<file path="config.mk">
export PLATFORM = sky130hd
export DESIGN_NAME = label_value_spec_parser
export DESIGN_NICKNAME = d
export VERILOG_FILES = /design/src/rtl/core/lvsp_pkg.sv /design/src/rtl/core/lvsp_step.sv /design/src/rtl/core/label_value_spec_parser.sv
export SDC_FILE = /design/constraint.sdc
export NUM_CORES = 1
export LEC_CHECK = 0
export ABC_AREA = 0
export BUFFER_PORTS_ARGS = -buffer_cell sky130_fd_sc_hd__buf_2
export CAP_MARGIN = 20
export CORE_MARGIN = 5
export CORE_UTILIZATION = 50
export CTS_BUF_LIST = sky130_fd_sc_hd__clkbuf_2
export DETAILED_ROUTE_END_ITERATION = 6
export PLACE_DENSITY = 0.7
export RECOVER_POWER = 50
export SYNTH_ARGS = -nofsm -noshare
export SYNTH_HDL_FRONTEND = slang
export SYNTH_SLANG_ARGS = --single-unit
</file>
<file path="constraint.sdc">
create_clock -name clock -period 12.58 [get_ports clock]
set_input_delay 2.516 -clock clock [delete_from_list [all_inputs] [get_ports clock]]
set_output_delay 2.516 -clock clock [all_outputs]
set_load 0.1 [all_outputs]
</file>
<file path="src/rtl/core/lvsp_pkg.sv">
`timescale 1ns / 1ps
`default_nettype none
// ----------------------------------------------------------------------------
// lvsp_pkg
// Shared types, phase codes, status codes and character constants of the
// label/value spec parser.
// ----------------------------------------------------------------------------
package lvsp_pkg;

   // sizes
   localparam int MAX_TEXT_LEN = 4096;
   localparam int MAX_PAIRS    = 256;
   localparam logic [15:0] VISIT_BUDGET_RESET = 16'd10000;

   // parse phases
   localparam logic [3:0] PH_START = 4'd0;
   localparam logic [3:0] PH_LABEL = 4'd1;
   localparam logic [3:0] PH_OPENQ = 4'd2;
   localparam logic [3:0] PH_OQ2   = 4'd3;
   localparam logic [3:0] PH_OQ7   = 4'd4;
   localparam logic [3:0] PH_VALUE = 4'd5;
   localparam logic [3:0] PH_VQ2   = 4'd6;
   localparam logic [3:0] PH_VQ7   = 4'd7;
   localparam logic [3:0] PH_COMMA = 4'd8;

   // status codes
   localparam logic [1:0] ST_RUN     = 2'd0;
   localparam logic [1:0] ST_DONE    = 2'd1;
   localparam logic [1:0] ST_UNEXP   = 2'd2;
   localparam logic [1:0] ST_INVALID = 2'd3;

   // error sites
   localparam logic [3:0] SITE_NONE      = 4'd0;
   localparam logic [3:0] SITE_START     = 4'd1;
   localparam logic [3:0] SITE_LABEL     = 4'd2;
   localparam logic [3:0] SITE_OQ_SEVEN  = 4'd3;
   localparam logic [3:0] SITE_OQ_TWO    = 4'd4;
   localparam logic [3:0] SITE_OQ_OTHER  = 4'd5;
   localparam logic [3:0] SITE_VAL_SEVEN = 4'd6;
   localparam logic [3:0] SITE_VAL_TWO   = 4'd7;
   localparam logic [3:0] SITE_VAL_OTHER = 4'd8;
   localparam logic [3:0] SITE_COMMA     = 4'd9;

   // field kinds
   localparam logic [1:0] FD_NONE  = 2'd0;
   localparam logic [1:0] FD_KEY   = 2'd1;
   localparam logic [1:0] FD_VALUE = 2'd2;

   // characters
   localparam logic [7:0] CH_LBRACE = 8'h7B;
   localparam logic [7:0] CH_RBRACE = 8'h7D;
   localparam logic [7:0] CH_COLON  = 8'h3A;
   localparam logic [7:0] CH_COMMA  = 8'h2C;
   localparam logic [7:0] CH_QUOTE  = 8'h27;
   localparam logic [7:0] CH_PCT    = 8'h25;
   localparam logic [7:0] CH_TWO    = 8'h32;
   localparam logic [7:0] CH_SEVEN  = 8'h37;
   localparam logic [7:0] CH_USCORE = 8'h5F;
   localparam logic [7:0] CH_DOT    = 8'h2E;

   typedef struct packed {
      logic [7:0] text_byte;
      logic       end_of_text;
   } req_word_type;

   typedef struct packed {
      logic [1:0]  status;
      logic [3:0]  error_site;
      logic [1:0]  field_done;
      logic [11:0] field_start;
      logic [12:0] field_length;
      logic [7:0]  pair_number;
   } rsp_word_type;

   typedef struct packed {
      logic [3:0]  phase;
      logic [12:0] byte_offset;
      logic [12:0] token_begin;
      logic [15:0] visits_used;
      logic [7:0]  pair_count;
   } parse_state_type;

   // letters, digits, underscore and dot
   function automatic logic name_char(input logic [7:0] c);
      name_char = c inside {[8'h61:8'h7A], [8'h41:8'h5A], [8'h30:8'h39],
                            CH_USCORE, CH_DOT};
   endfunction

endpackage
`default_nettype wire

</file>
<file path="src/rtl/core/lvsp_step.sv">
`timescale 1ns / 1ps
`default_nettype none
// ----------------------------------------------------------------------------
// lvsp_step
// One parser step: from the current parse state and one input word, the
// result word and the next parse state.
// ----------------------------------------------------------------------------
module lvsp_step
   import lvsp_pkg::*;
(
   input  parse_state_type cur_state,
   input  req_word_type    in_word,
   input  logic [15:0]     visit_budget,
   output parse_state_type nxt_state,
   output rsp_word_type    out_word
);

   logic        finish;
   logic [1:0]  fin_status;
   logic [3:0]  fin_site;
   logic        counted;
   logic [16:0] visits_sum;
   logic [8:0]  pairs_sum;
   logic [7:0]  c;
   logic [12:0] off;

   always_comb begin
      c          = in_word.text_byte;
      off        = cur_state.byte_offset;
      nxt_state  = cur_state;
      out_word   = '0;
      finish     = 1'b0;
      fin_status = ST_RUN;
      fin_site   = SITE_NONE;
      counted    = cur_state.phase inside {PH_START, PH_LABEL, PH_OPENQ,
                                           PH_VALUE, PH_COMMA};
      visits_sum = {1'b0, cur_state.visits_used} + 17'd1;
      pairs_sum  = {1'b0, cur_state.pair_count} + 9'd1;

      if (in_word.end_of_text) begin
         finish     = 1'b1;
         fin_status = ST_INVALID;
      end else if (off >= 13'(MAX_TEXT_LEN)) begin
         finish     = 1'b1;
         fin_status = ST_INVALID;
      end else if (counted && (visits_sum >= {1'b0, visit_budget})) begin
         finish     = 1'b1;
         fin_status = ST_INVALID;
      end else begin
         if (counted) begin
            nxt_state.visits_used = visits_sum[15:0];
         end
         case (cur_state.phase)
            PH_START: begin
               if (c != CH_LBRACE) begin
                  finish = 1'b1; fin_status = ST_UNEXP; fin_site = SITE_START;
               end else begin
                  nxt_state.token_begin = off + 13'd1;
                  nxt_state.phase       = PH_LABEL;
               end
            end
            PH_LABEL: begin
               if (c == CH_COLON) begin
                  out_word.field_done   = FD_KEY;
                  out_word.field_start  = cur_state.token_begin[11:0];
                  out_word.field_length = off - cur_state.token_begin;
                  out_word.pair_number  = cur_state.pair_count;
                  nxt_state.phase       = PH_OPENQ;
               end else if (!name_char(c)) begin
                  finish = 1'b1; fin_status = ST_UNEXP; fin_site = SITE_LABEL;
               end
            end
            PH_OPENQ: begin
               if (c == CH_QUOTE) begin
                  nxt_state.token_begin = off + 13'd1;
                  nxt_state.phase       = PH_VALUE;
               end else if (c == CH_PCT) begin
                  nxt_state.phase = PH_OQ2;
               end else begin
                  finish = 1'b1; fin_status = ST_UNEXP; fin_site = SITE_OQ_OTHER;
               end
            end
            PH_OQ2: begin
               if (c != CH_TWO) begin
                  finish = 1'b1; fin_status = ST_UNEXP; fin_site = SITE_OQ_TWO;
               end else begin
                  nxt_state.phase = PH_OQ7;
               end
            end
            PH_OQ7: begin
               if (c != CH_SEVEN) begin
                  finish = 1'b1; fin_status = ST_UNEXP; fin_site = SITE_OQ_SEVEN;
               end else begin
                  nxt_state.token_begin = off + 13'd1;
                  nxt_state.phase       = PH_VALUE;
               end
            end
            PH_VALUE: begin
               if (c == CH_QUOTE) begin
                  out_word.field_done   = FD_VALUE;
                  out_word.field_start  = cur_state.token_begin[11:0];
                  out_word.field_length = off - cur_state.token_begin;
                  out_word.pair_number  = cur_state.pair_count;
                  nxt_state.phase       = PH_COMMA;
               end else if (c == CH_PCT) begin
                  nxt_state.phase = PH_VQ2;
               end else if (!name_char(c)) begin
                  finish = 1'b1; fin_status = ST_UNEXP; fin_site = SITE_VAL_OTHER;
               end
            end
            PH_VQ2: begin
               if (c != CH_TWO) begin
                  finish = 1'b1; fin_status = ST_UNEXP; fin_site = SITE_VAL_TWO;
               end else begin
                  nxt_state.phase = PH_VQ7;
               end
            end
            PH_VQ7: begin
               if (c != CH_SEVEN) begin
                  finish = 1'b1; fin_status = ST_UNEXP; fin_site = SITE_VAL_SEVEN;
               end else begin
                  // the escape's three bytes are not part of the value
                  out_word.field_done   = FD_VALUE;
                  out_word.field_start  = cur_state.token_begin[11:0];
                  out_word.field_length = off - 13'd2 - cur_state.token_begin;
                  out_word.pair_number  = cur_state.pair_count;
                  nxt_state.phase       = PH_COMMA;
               end
            end
            PH_COMMA: begin
               if (c == CH_COMMA) begin
                  if (pairs_sum >= 9'(MAX_PAIRS)) begin
                     finish = 1'b1; fin_status = ST_INVALID;
                  end else begin
                     nxt_state.pair_count  = pairs_sum[7:0];
                     nxt_state.token_begin = off + 13'd1;
                     nxt_state.phase       = PH_LABEL;
                  end
               end else if (c == CH_RBRACE) begin
                  finish = 1'b1; fin_status = ST_DONE;
               end else begin
                  finish = 1'b1; fin_status = ST_UNEXP; fin_site = SITE_COMMA;
               end
            end
            default: begin
               finish = 1'b1; fin_status = ST_INVALID;
            end
         endcase
      end

      if (finish) begin
         out_word            = '0;
         out_word.status     = fin_status;
         out_word.error_site = fin_site;
         nxt_state           = '0;
         nxt_state.phase     = PH_START;
      end else begin
         nxt_state.byte_offset = off + 13'd1;
      end
   end

endmodule
`default_nettype wire

</file>
<file path="src/rtl/core/label_value_spec_parser.sv">
`timescale 1ns / 1ps
`default_nettype none
// ----------------------------------------------------------------------------
// label_value_spec_parser
// Streaming parser for text specs of the form {key:'value',key:'value'}.
// ----------------------------------------------------------------------------
// Each accepted req word carries one text byte (or the end-of-text marker)
// and produces exactly one rsp word: a status (running, completed,
// unexpected character with its site, invalid) and, when a key or a value
// has just ended, its start offset, length and pair index. After completed,
// unexpected or invalid the parser restarts and expects '{' again. A word
// is held in the input register, where the combinational step logic turns
// it into a result that is loaded into the output register, which drives
// rsp_valid; a full output register that is not drained stalls the input.
// Throughput is one word per cycle while rsp_ready is high. csr writes
// set the visit budget; write it only while no word is in flight.
// ----------------------------------------------------------------------------
module label_value_spec_parser
   import lvsp_pkg::*;
(
   input  wire logic         clock,
   input  wire logic         reset,
   // input byte stream
   input  wire logic         req_valid,
   output      logic         req_ready,
   input  wire req_word_type req_word,
   // result stream
   output      logic         rsp_valid,
   input  wire logic         rsp_ready,
   output      rsp_word_type rsp_word,
   // visit budget register
   input  wire logic         csr_write_enable,
   input  wire logic [15:0]  csr_write_data
);

   // input register
   logic            in_valid_ff, in_valid_in;
   req_word_type    in_word_ff,  in_word_in;
   // output register
   logic            out_valid_ff, out_valid_in;
   rsp_word_type    out_word_ff,  out_word_in;
   // parse state and budget
   parse_state_type state_ff, state_in;
   logic [15:0]     budget_ff, budget_in;

   parse_state_type step_state;
   rsp_word_type    step_word;
   logic            advance;

   lvsp_step u_step (
      .cur_state    (state_ff),
      .in_word      (in_word_ff),
      .visit_budget (budget_ff),
      .nxt_state    (step_state),
      .out_word     (step_word)
   );

   // the held word moves on when the output register is free or drains now
   assign advance   = in_valid_ff && (!out_valid_ff || rsp_ready);
   assign req_ready = !in_valid_ff || advance;
   assign rsp_valid = out_valid_ff;
   assign rsp_word  = out_word_ff;

   always_comb begin
      in_valid_in  = in_valid_ff;
      in_word_in   = in_word_ff;
      out_valid_in = out_valid_ff;
      out_word_in  = out_word_ff;
      state_in     = state_ff;
      budget_in    = budget_ff;

      if (csr_write_enable) begin
         budget_in = csr_write_data;
      end

      // output register drains on handshake
      if (out_valid_ff && rsp_ready) begin
         out_valid_in = 1'b0;
      end

      // step the parser and load the result
      if (advance) begin
         out_valid_in = 1'b1;
         out_word_in  = step_word;
         state_in     = step_state;
         in_valid_in  = 1'b0;
      end

      // capture a new byte
      if (req_valid && req_ready) begin
         in_valid_in = 1'b1;
         in_word_in  = req_word;
      end
   end

   always_ff @(posedge clock) begin
      if (reset) begin
         in_valid_ff       <= 1'b0;
         out_valid_ff      <= 1'b0;
         state_ff          <= {PH_START, 13'd0, 13'd0, 16'd0, 8'd0};
         budget_ff         <= VISIT_BUDGET_RESET;
      end else begin
         in_valid_ff       <= in_valid_in;
         out_valid_ff      <= out_valid_in;
         state_ff          <= state_in;
         budget_ff         <= budget_in;
      end
   end

   // payload registers
   always_ff @(posedge clock) begin
      in_word_ff  <= in_word_in;
      out_word_ff <= out_word_in;
   end

endmodule
`default_nettype wire

</file>
=== After elaboration in Yosys (flattened, before gate mapping) ===
Index checks and enable logic that the tools add are counted.

* RAM bits: 0
* Memories: 0
* Register bits after elaboration: 122
* Bits in latches: 0
* ROM bits: 0

* Divide/modulo/power cells: 0
* $lt $le $gt $ge: 9
* Shift operators: 0
* Multiplexer cells: 86
* Add/subtract/negate cells: 6
* $mul: 0
* Reduce and logical (&&, ||, !) cells: 29
* Eq/ne operators: 33
* Bitwise logic cells: 1

{| class="wikitable"
|+ Operators by type and width
! operator !! number
|-
| 2-to-1 mux 37 bit || 4
|-
| one-hot mux 35 bit (3 select lines) || 1
|-
| 2-to-1 mux 4 bit || 23
|-
| 2-to-1 mux 13 bit || 6
|-
| one-hot mux 4 bit (9 select lines) || 2
|-
| 2-to-1 mux 35 bit || 2
|-
| one-hot mux 13 bit (4 select lines) || 1
|-
| equality test 8 x 6 -> 1 bit, second input constant || 5
|-
| 2-to-1 mux 2 bit || 17
|-
| 2-to-1 mux 34 bit || 1
|-
| != test 3 x 2 -> 1 bit, second input constant || 9
|-
| subtractor 13 bit || 2
|-
| 2-to-1 mux 8 bit || 3
|-
| 2-to-1 mux 1 bit || 19
|-
| adder 16 x 1 -> 17 bit, second input constant || 1
|-
| greater-or-equal comparator 17 x 16 -> 1 bit || 1
|-
| equality test 4 x 3 -> 1 bit, second input constant || 4
|-
| equality test 8 x 7 -> 1 bit, second input constant || 2
|-
| greater-or-equal comparator 8 x 7 -> 1 bit, second input constant || 2
|-
| <= comparator 8 x 7 -> 1 bit, second input constant || 2
|-
| 2-to-1 mux 16 bit || 1
|-
| != test 8 x 6 -> 1 bit, second input constant || 2
|-
| AND reduction 15 bit || 1
|-
| nonzero test 5 bit || 3
|-
| 28 further kinds || 50
|}

=== Logic depth before layout (Yosys ltp) ===
* Word-level depth: 12
* Gate-level depth with buffers: 19
* Depth with buffers taken out: 17

=== Cells and area by module ===
From an unflattened synthesis, not the netlist that was laid out.

* Cells, all modules: 1009
* Area, all modules: 8861.0 um^2

{| class="wikitable"
|+ Modules (own cells, without submodules)
! module !! cells each !! instances !! area an instance (um^2)
|-
| label_value_spec_parser || 346 || 1 || 4639.4
|-
| lvsp_step || 663 || 1 || 4221.5
|}

=== Worst setup path after synthesis ===
Ideal clock, no wire load.

* Path kind: input -> output
* Start: input rsp_ready
* End: output req_ready
* Path buffers: 0
* Cell stages on the path: 2
* Setup slack: 6.789 ns
* Arrival: 3.275 ns
* Path through: nor2b_1 -> nand2_1

* Cells in the longest elaborated chain, start to end: 3

{| class="wikitable"
|+ Ends and longest elaborated chain
! what !! line !! RTL
|-
| start: declaration || label_value_spec_parser.sv:29 || <nowiki>input wire logic rsp_ready,</nowiki>
|-
| logical OR 1 bit || label_value_spec_parser.sv:59 || <nowiki>assign advance = in_valid_ff && (!out_valid_ff || rsp_ready);</nowiki>
|-
| logical AND 1 bit || label_value_spec_parser.sv:59 ||
|-
| logical OR 1 bit || label_value_spec_parser.sv:60 || <nowiki>assign req_ready = !in_valid_ff || advance;</nowiki>
|-
| end: declaration || label_value_spec_parser.sv:25 || <nowiki>output logic req_ready,</nowiki>
|}

No other way between the ends.

=== Final worst setup path ===
* Start: input rsp_ready
* End: register state_ff[33] (netlist name)

* Cells in the longest elaborated chain, start to end: 3

{| class="wikitable"
|+ Ends and longest elaborated chain
! what !! line !! RTL
|-
| logical OR 1 bit || label_value_spec_parser.sv:59 ||
|-
| logical AND 1 bit || label_value_spec_parser.sv:59 ||
|-
| via advance || label_value_spec_parser.sv:48 || <nowiki>logic advance;</nowiki>
|-
| AND reduction 10 bit (no source line) || - ||
|-
| end signal: assignment || label_value_spec_parser.sv:100 || <nowiki>state_ff <= {PH_START, 13'd0, 13'd0, 16'd0, 8'd0};</nowiki>
|-
| end signal: assignment || label_value_spec_parser.sv:105 || <nowiki>state_ff <= state_in;</nowiki>
|-
| end: declaration || label_value_spec_parser.sv:43 || <nowiki>parse_state_type state_ff, state_in;</nowiki>
|}

The timed path passes the listed nets, and every way through them passes these cells.
A chain may end at the register's enable or synchronous reset.

==> summary.txt <==
Status
  • Status: complete, but fails checks
  • Failing checks: capacitance limit, slew limit

Power and ir drop
  • Reg power frac: 53.3%
  • Pleak: 3.08 nW
  • Worst vdd ir: 0.0638 mV
  • Part of the power in combinational logic: 10.2%
  • Power Total: 0.000805 W
  • Clock power frac: 36.5%
  • NetSw: 0.000234 W
  • Sw Ratio: 29.0%
  • Pint: 0.000571 W
  • Pwr Density: 99.2 nW/um^2

Place
  • GPL Wtd Cong: 0.904
  • DP Worst Slack: 6.86 ns
  • # port buffers: 72
  • Hpwl dp: 11.7 mm

Worst setup path
  • Critical path's slowest cell: clkbuf_1
  • CP Launch Type: input port
  • Cell Chain, Critical Path: buf_2 > nor2b_1 > nand2b_1 > clkinv_1 > clkbuf_1 > nand4_1 > nor3_1 > nand3_1 > o2bb2ai_1
  • Max incr delay on CP: 1.80 ns
  • Family with the most delay on the worst path: buffers and inverters
  • Critical Path Sink Type: register
  • Required @ worst endpoint: 13.25 ns
  • Worst-path fanout max: 48
  • Critical path buffer and inverter count: 3
  • Critical path type: in2reg
  • Critical Path AT: 6.64 ns

STA
  • Setup TNS Final: 0 ns
  • Unrepaired setup endpoints after global routing: false
  • Clock skew: 0.0290 ns
  • Max-slew headroom: -68.7%
  • Worst-Margin Slew: 2.53 ns
  • Fin crit share: 47.5%
  • Final Setup Violations: 0
  • Fmax: 167 MHz
  • Period minus WS final: 5.97 ns
  • Final hold vios: 0
  • Slew Limit Fails: 87
  • Final WS setup: 6.61 ns

Clock network
  • Clock buffer depth: 2
  • Clock Latency Late Sink: 0.74 ns
  • H-tree levels: 4
  • Setup repair bufs after CTS: 0
  • Num CTS Buffers: 17
  • Root buffer cell: clkbuf_2
  • CTS tree: yes
  • Clk sinks: 122
  • Hold_buf cts: 0
  • Post-cts repair resize count: 0
  • CTS clk-pin slew, worst paths: 0.18 ns

Floorplan
  • Die H: 132 microns
  • Starting density of the core: 50.9%
  • Core area: 14500 sq um
  • Ports: 73
  • Die Span X: 132 microns
  • # rows: 44
  • Die area: 17300 sq um

Final layout
  • Area delta synth->final: 9.67%
  • Layout cells sized above 1: 10.6%
  • Nets@finish: 966

Synthesis
  • EDFF count, synth: 50
  • Post-synthesis sequential area ratio: 39.8%
  • Top FF cell, synth: dfxtp_1
  • Fraction of registers with async set/reset: 0%
  • Mapped Cells: 819
  • Post-synthesis cell type count: 79
  • Avg Cell Area, Syn: 9.03 sq um
  • Synth warn: 0
  • #FFs+latches synth: 122
  • Syn nets: 905
  • Post-synthesis cell area: 7400 sq um

Drt
  • Final wirelength: 16.0 mm
  • Drc violations: 0
  • DR WL/cell: 14.9 microns
  • Post-route antenna net violation count: 0
  • DR pass1 iterations: 5
  • Starting DRT DRC Count: 508
  • Vias per std cell: 5.59
  • Via count: 6027

Global route
  • Vias in the first global route: 5643
  • Global-route wire length before repair: 26.8 mm
  • Largest net degree at the start of global routing: 49
  • GRT Total Usage: 18.3%
  • Total global routing overflow: 0
  • Initial antenna violation count: 1

Run
  • Max-Cap Viols: 2

Min path
  • Min-Delay Path Class: reg2reg
final timing paths:
| check | depth (start not counted) | to | from | slack, ns |
|---|---|---|---|---|
| max reg2reg | 16 | rsp_word[0] | state_ff[8] | 7.27 |
| min reg2reg | 1 | state_ff[27] | state_ff[27] | 0.50 |
| max | 9 | state_ff[33] | rsp_ready | 6.61 |
| min | 1 | state_ff[27] | state_ff[27] | 0.50 |
synth_stat cells (all sizes together), types with 4 or more instances:
cell type  number  area, sq um
nand4           9         56.3
a211oi          6         45.0
a21o            5         37.5
inv            75          282
nor3           40          210
nor2           77          299
nand2          49          186
o21ai          43          215
or4             5         37.5
a22oi           9         67.6
nor2b           5         31.3
mux2i          15          150
xor2           14          123
nor4           14          103
clkbuf         19         71.3
nand2b          6         37.5
ha             54          676
a31oi           6         37.5
o2bb2ai        11         96.3
edfxtp         50         1500
a21oi          37          189
and3           14         87.6
dfxtp          72         1440
o211ai         10         75.1
and2           14         87.6
xnor2          37          324
o21a            8         60.1
or3             5         31.3
a31o            4         35.0
nand3          35          180
buf            14         73.8
metal layers:
| layer | wire length (microns) | vias to the layer above | global-route usage, % |
|---|---|---|---|
| li1 | - | 3050 | - |
| met1 | 7610 | 2802 | 24.5 |
| met2 | 7280 | 158 | 28.9 |
| met3 | 871 | 17 | 4.17 |
| met4 | 262 | 0 | 7.14 |
| met5 | 0 | - | 0 |
placed cells by master (no fill, tap or decap), types with 14 or more instances in the layout:
master,instances
inv_1,75
nor2_1,75
dfxtp_1,72
ha_1,54
edfxtp_1,50
nand2_1,48
o21ai_0,41
buf_2,41
nor3_1,38
xnor2_1,37
a21oi_1,36
nand3_1,34
clkbuf_1,32
clkbuf_2,18
mux2i_1,15
and3_1,14
xor2_1,14
through the flow:
step                      cell area, sq um  hold slack (ns)  util [%]  instances
after floorplan                       7400            0.452         -        819
after global placement                7870            0.466      54.1       1045
after detailed placement              7870            0.474      54.1       1045
after CTS                             8160            0.501      56.1       1077
after global routing                  8120            0.507      55.8       1078
final                                 8120            0.497      55.8       1078
worst register-to-register path: cells and delay by family (launching register included):
| kind | cells | cell delay, ns |
|---|---|---|
| flip-flops | 1 | 0.45 |
| adder cells (fa/ha/maj) | 1 | 0.33 |
| XOR/XNOR | 1 | 0.20 |
| AND/OR/NAND/NOR | 11 | 3.41 |
| AO/OA/AOI/OAI | 3 | 0.80 |
cells by family (layout without fill, tap and decap cells):
group | Yosys count | in the layout | share of synthesized area (%)
buf+inv | 110 | 184 | 5.87
simple gates | 295 | 295 | 21.1
compound gates | 170 | 170 | 15.5
flops | 122 | 122 | 39.8
mux | 15 | 15 | 2.03
xor+xnor | 51 | 51 | 6.04
fa+ha+maj | 56 | 56 | 9.67
other cells | 0 | 1 | 0
sequential cells by signal, summed over array words and instances, names as in the netlist:
register / flops
in_valid_ff: 1
rsp_valid: 1
rsp_word: 41
budget_ff: 16
state_ff: 54
in_word_ff: 9
layout make-up:
class	instances	area, sq um
Fill cell	1381	6420
Multi-Input combinational cell	587	4020
Sequential cell	122	2940
Timing Repair Buffer	75	340
Inverter	77	289
Tap cell	184	230
Clock inverter	14	198
Clock buffer	18	90.1
Antenna cell	1	2.50
power by group through the flow:
stage	Clock, W	Combinational, W	Sequential, W
after floorplan	0	0.0000291	0.000475
after global placement	0	0.0000835	0.000437
after detailed placement	0	0.0000840	0.000437
after CTS	0.000300	0.0000841	0.000429
after global routing	0.000316	0.0000875	0.000431
final	0.000293	0.0000821	0.000429
Note: power is estimated with default switching activity, not from simulation.
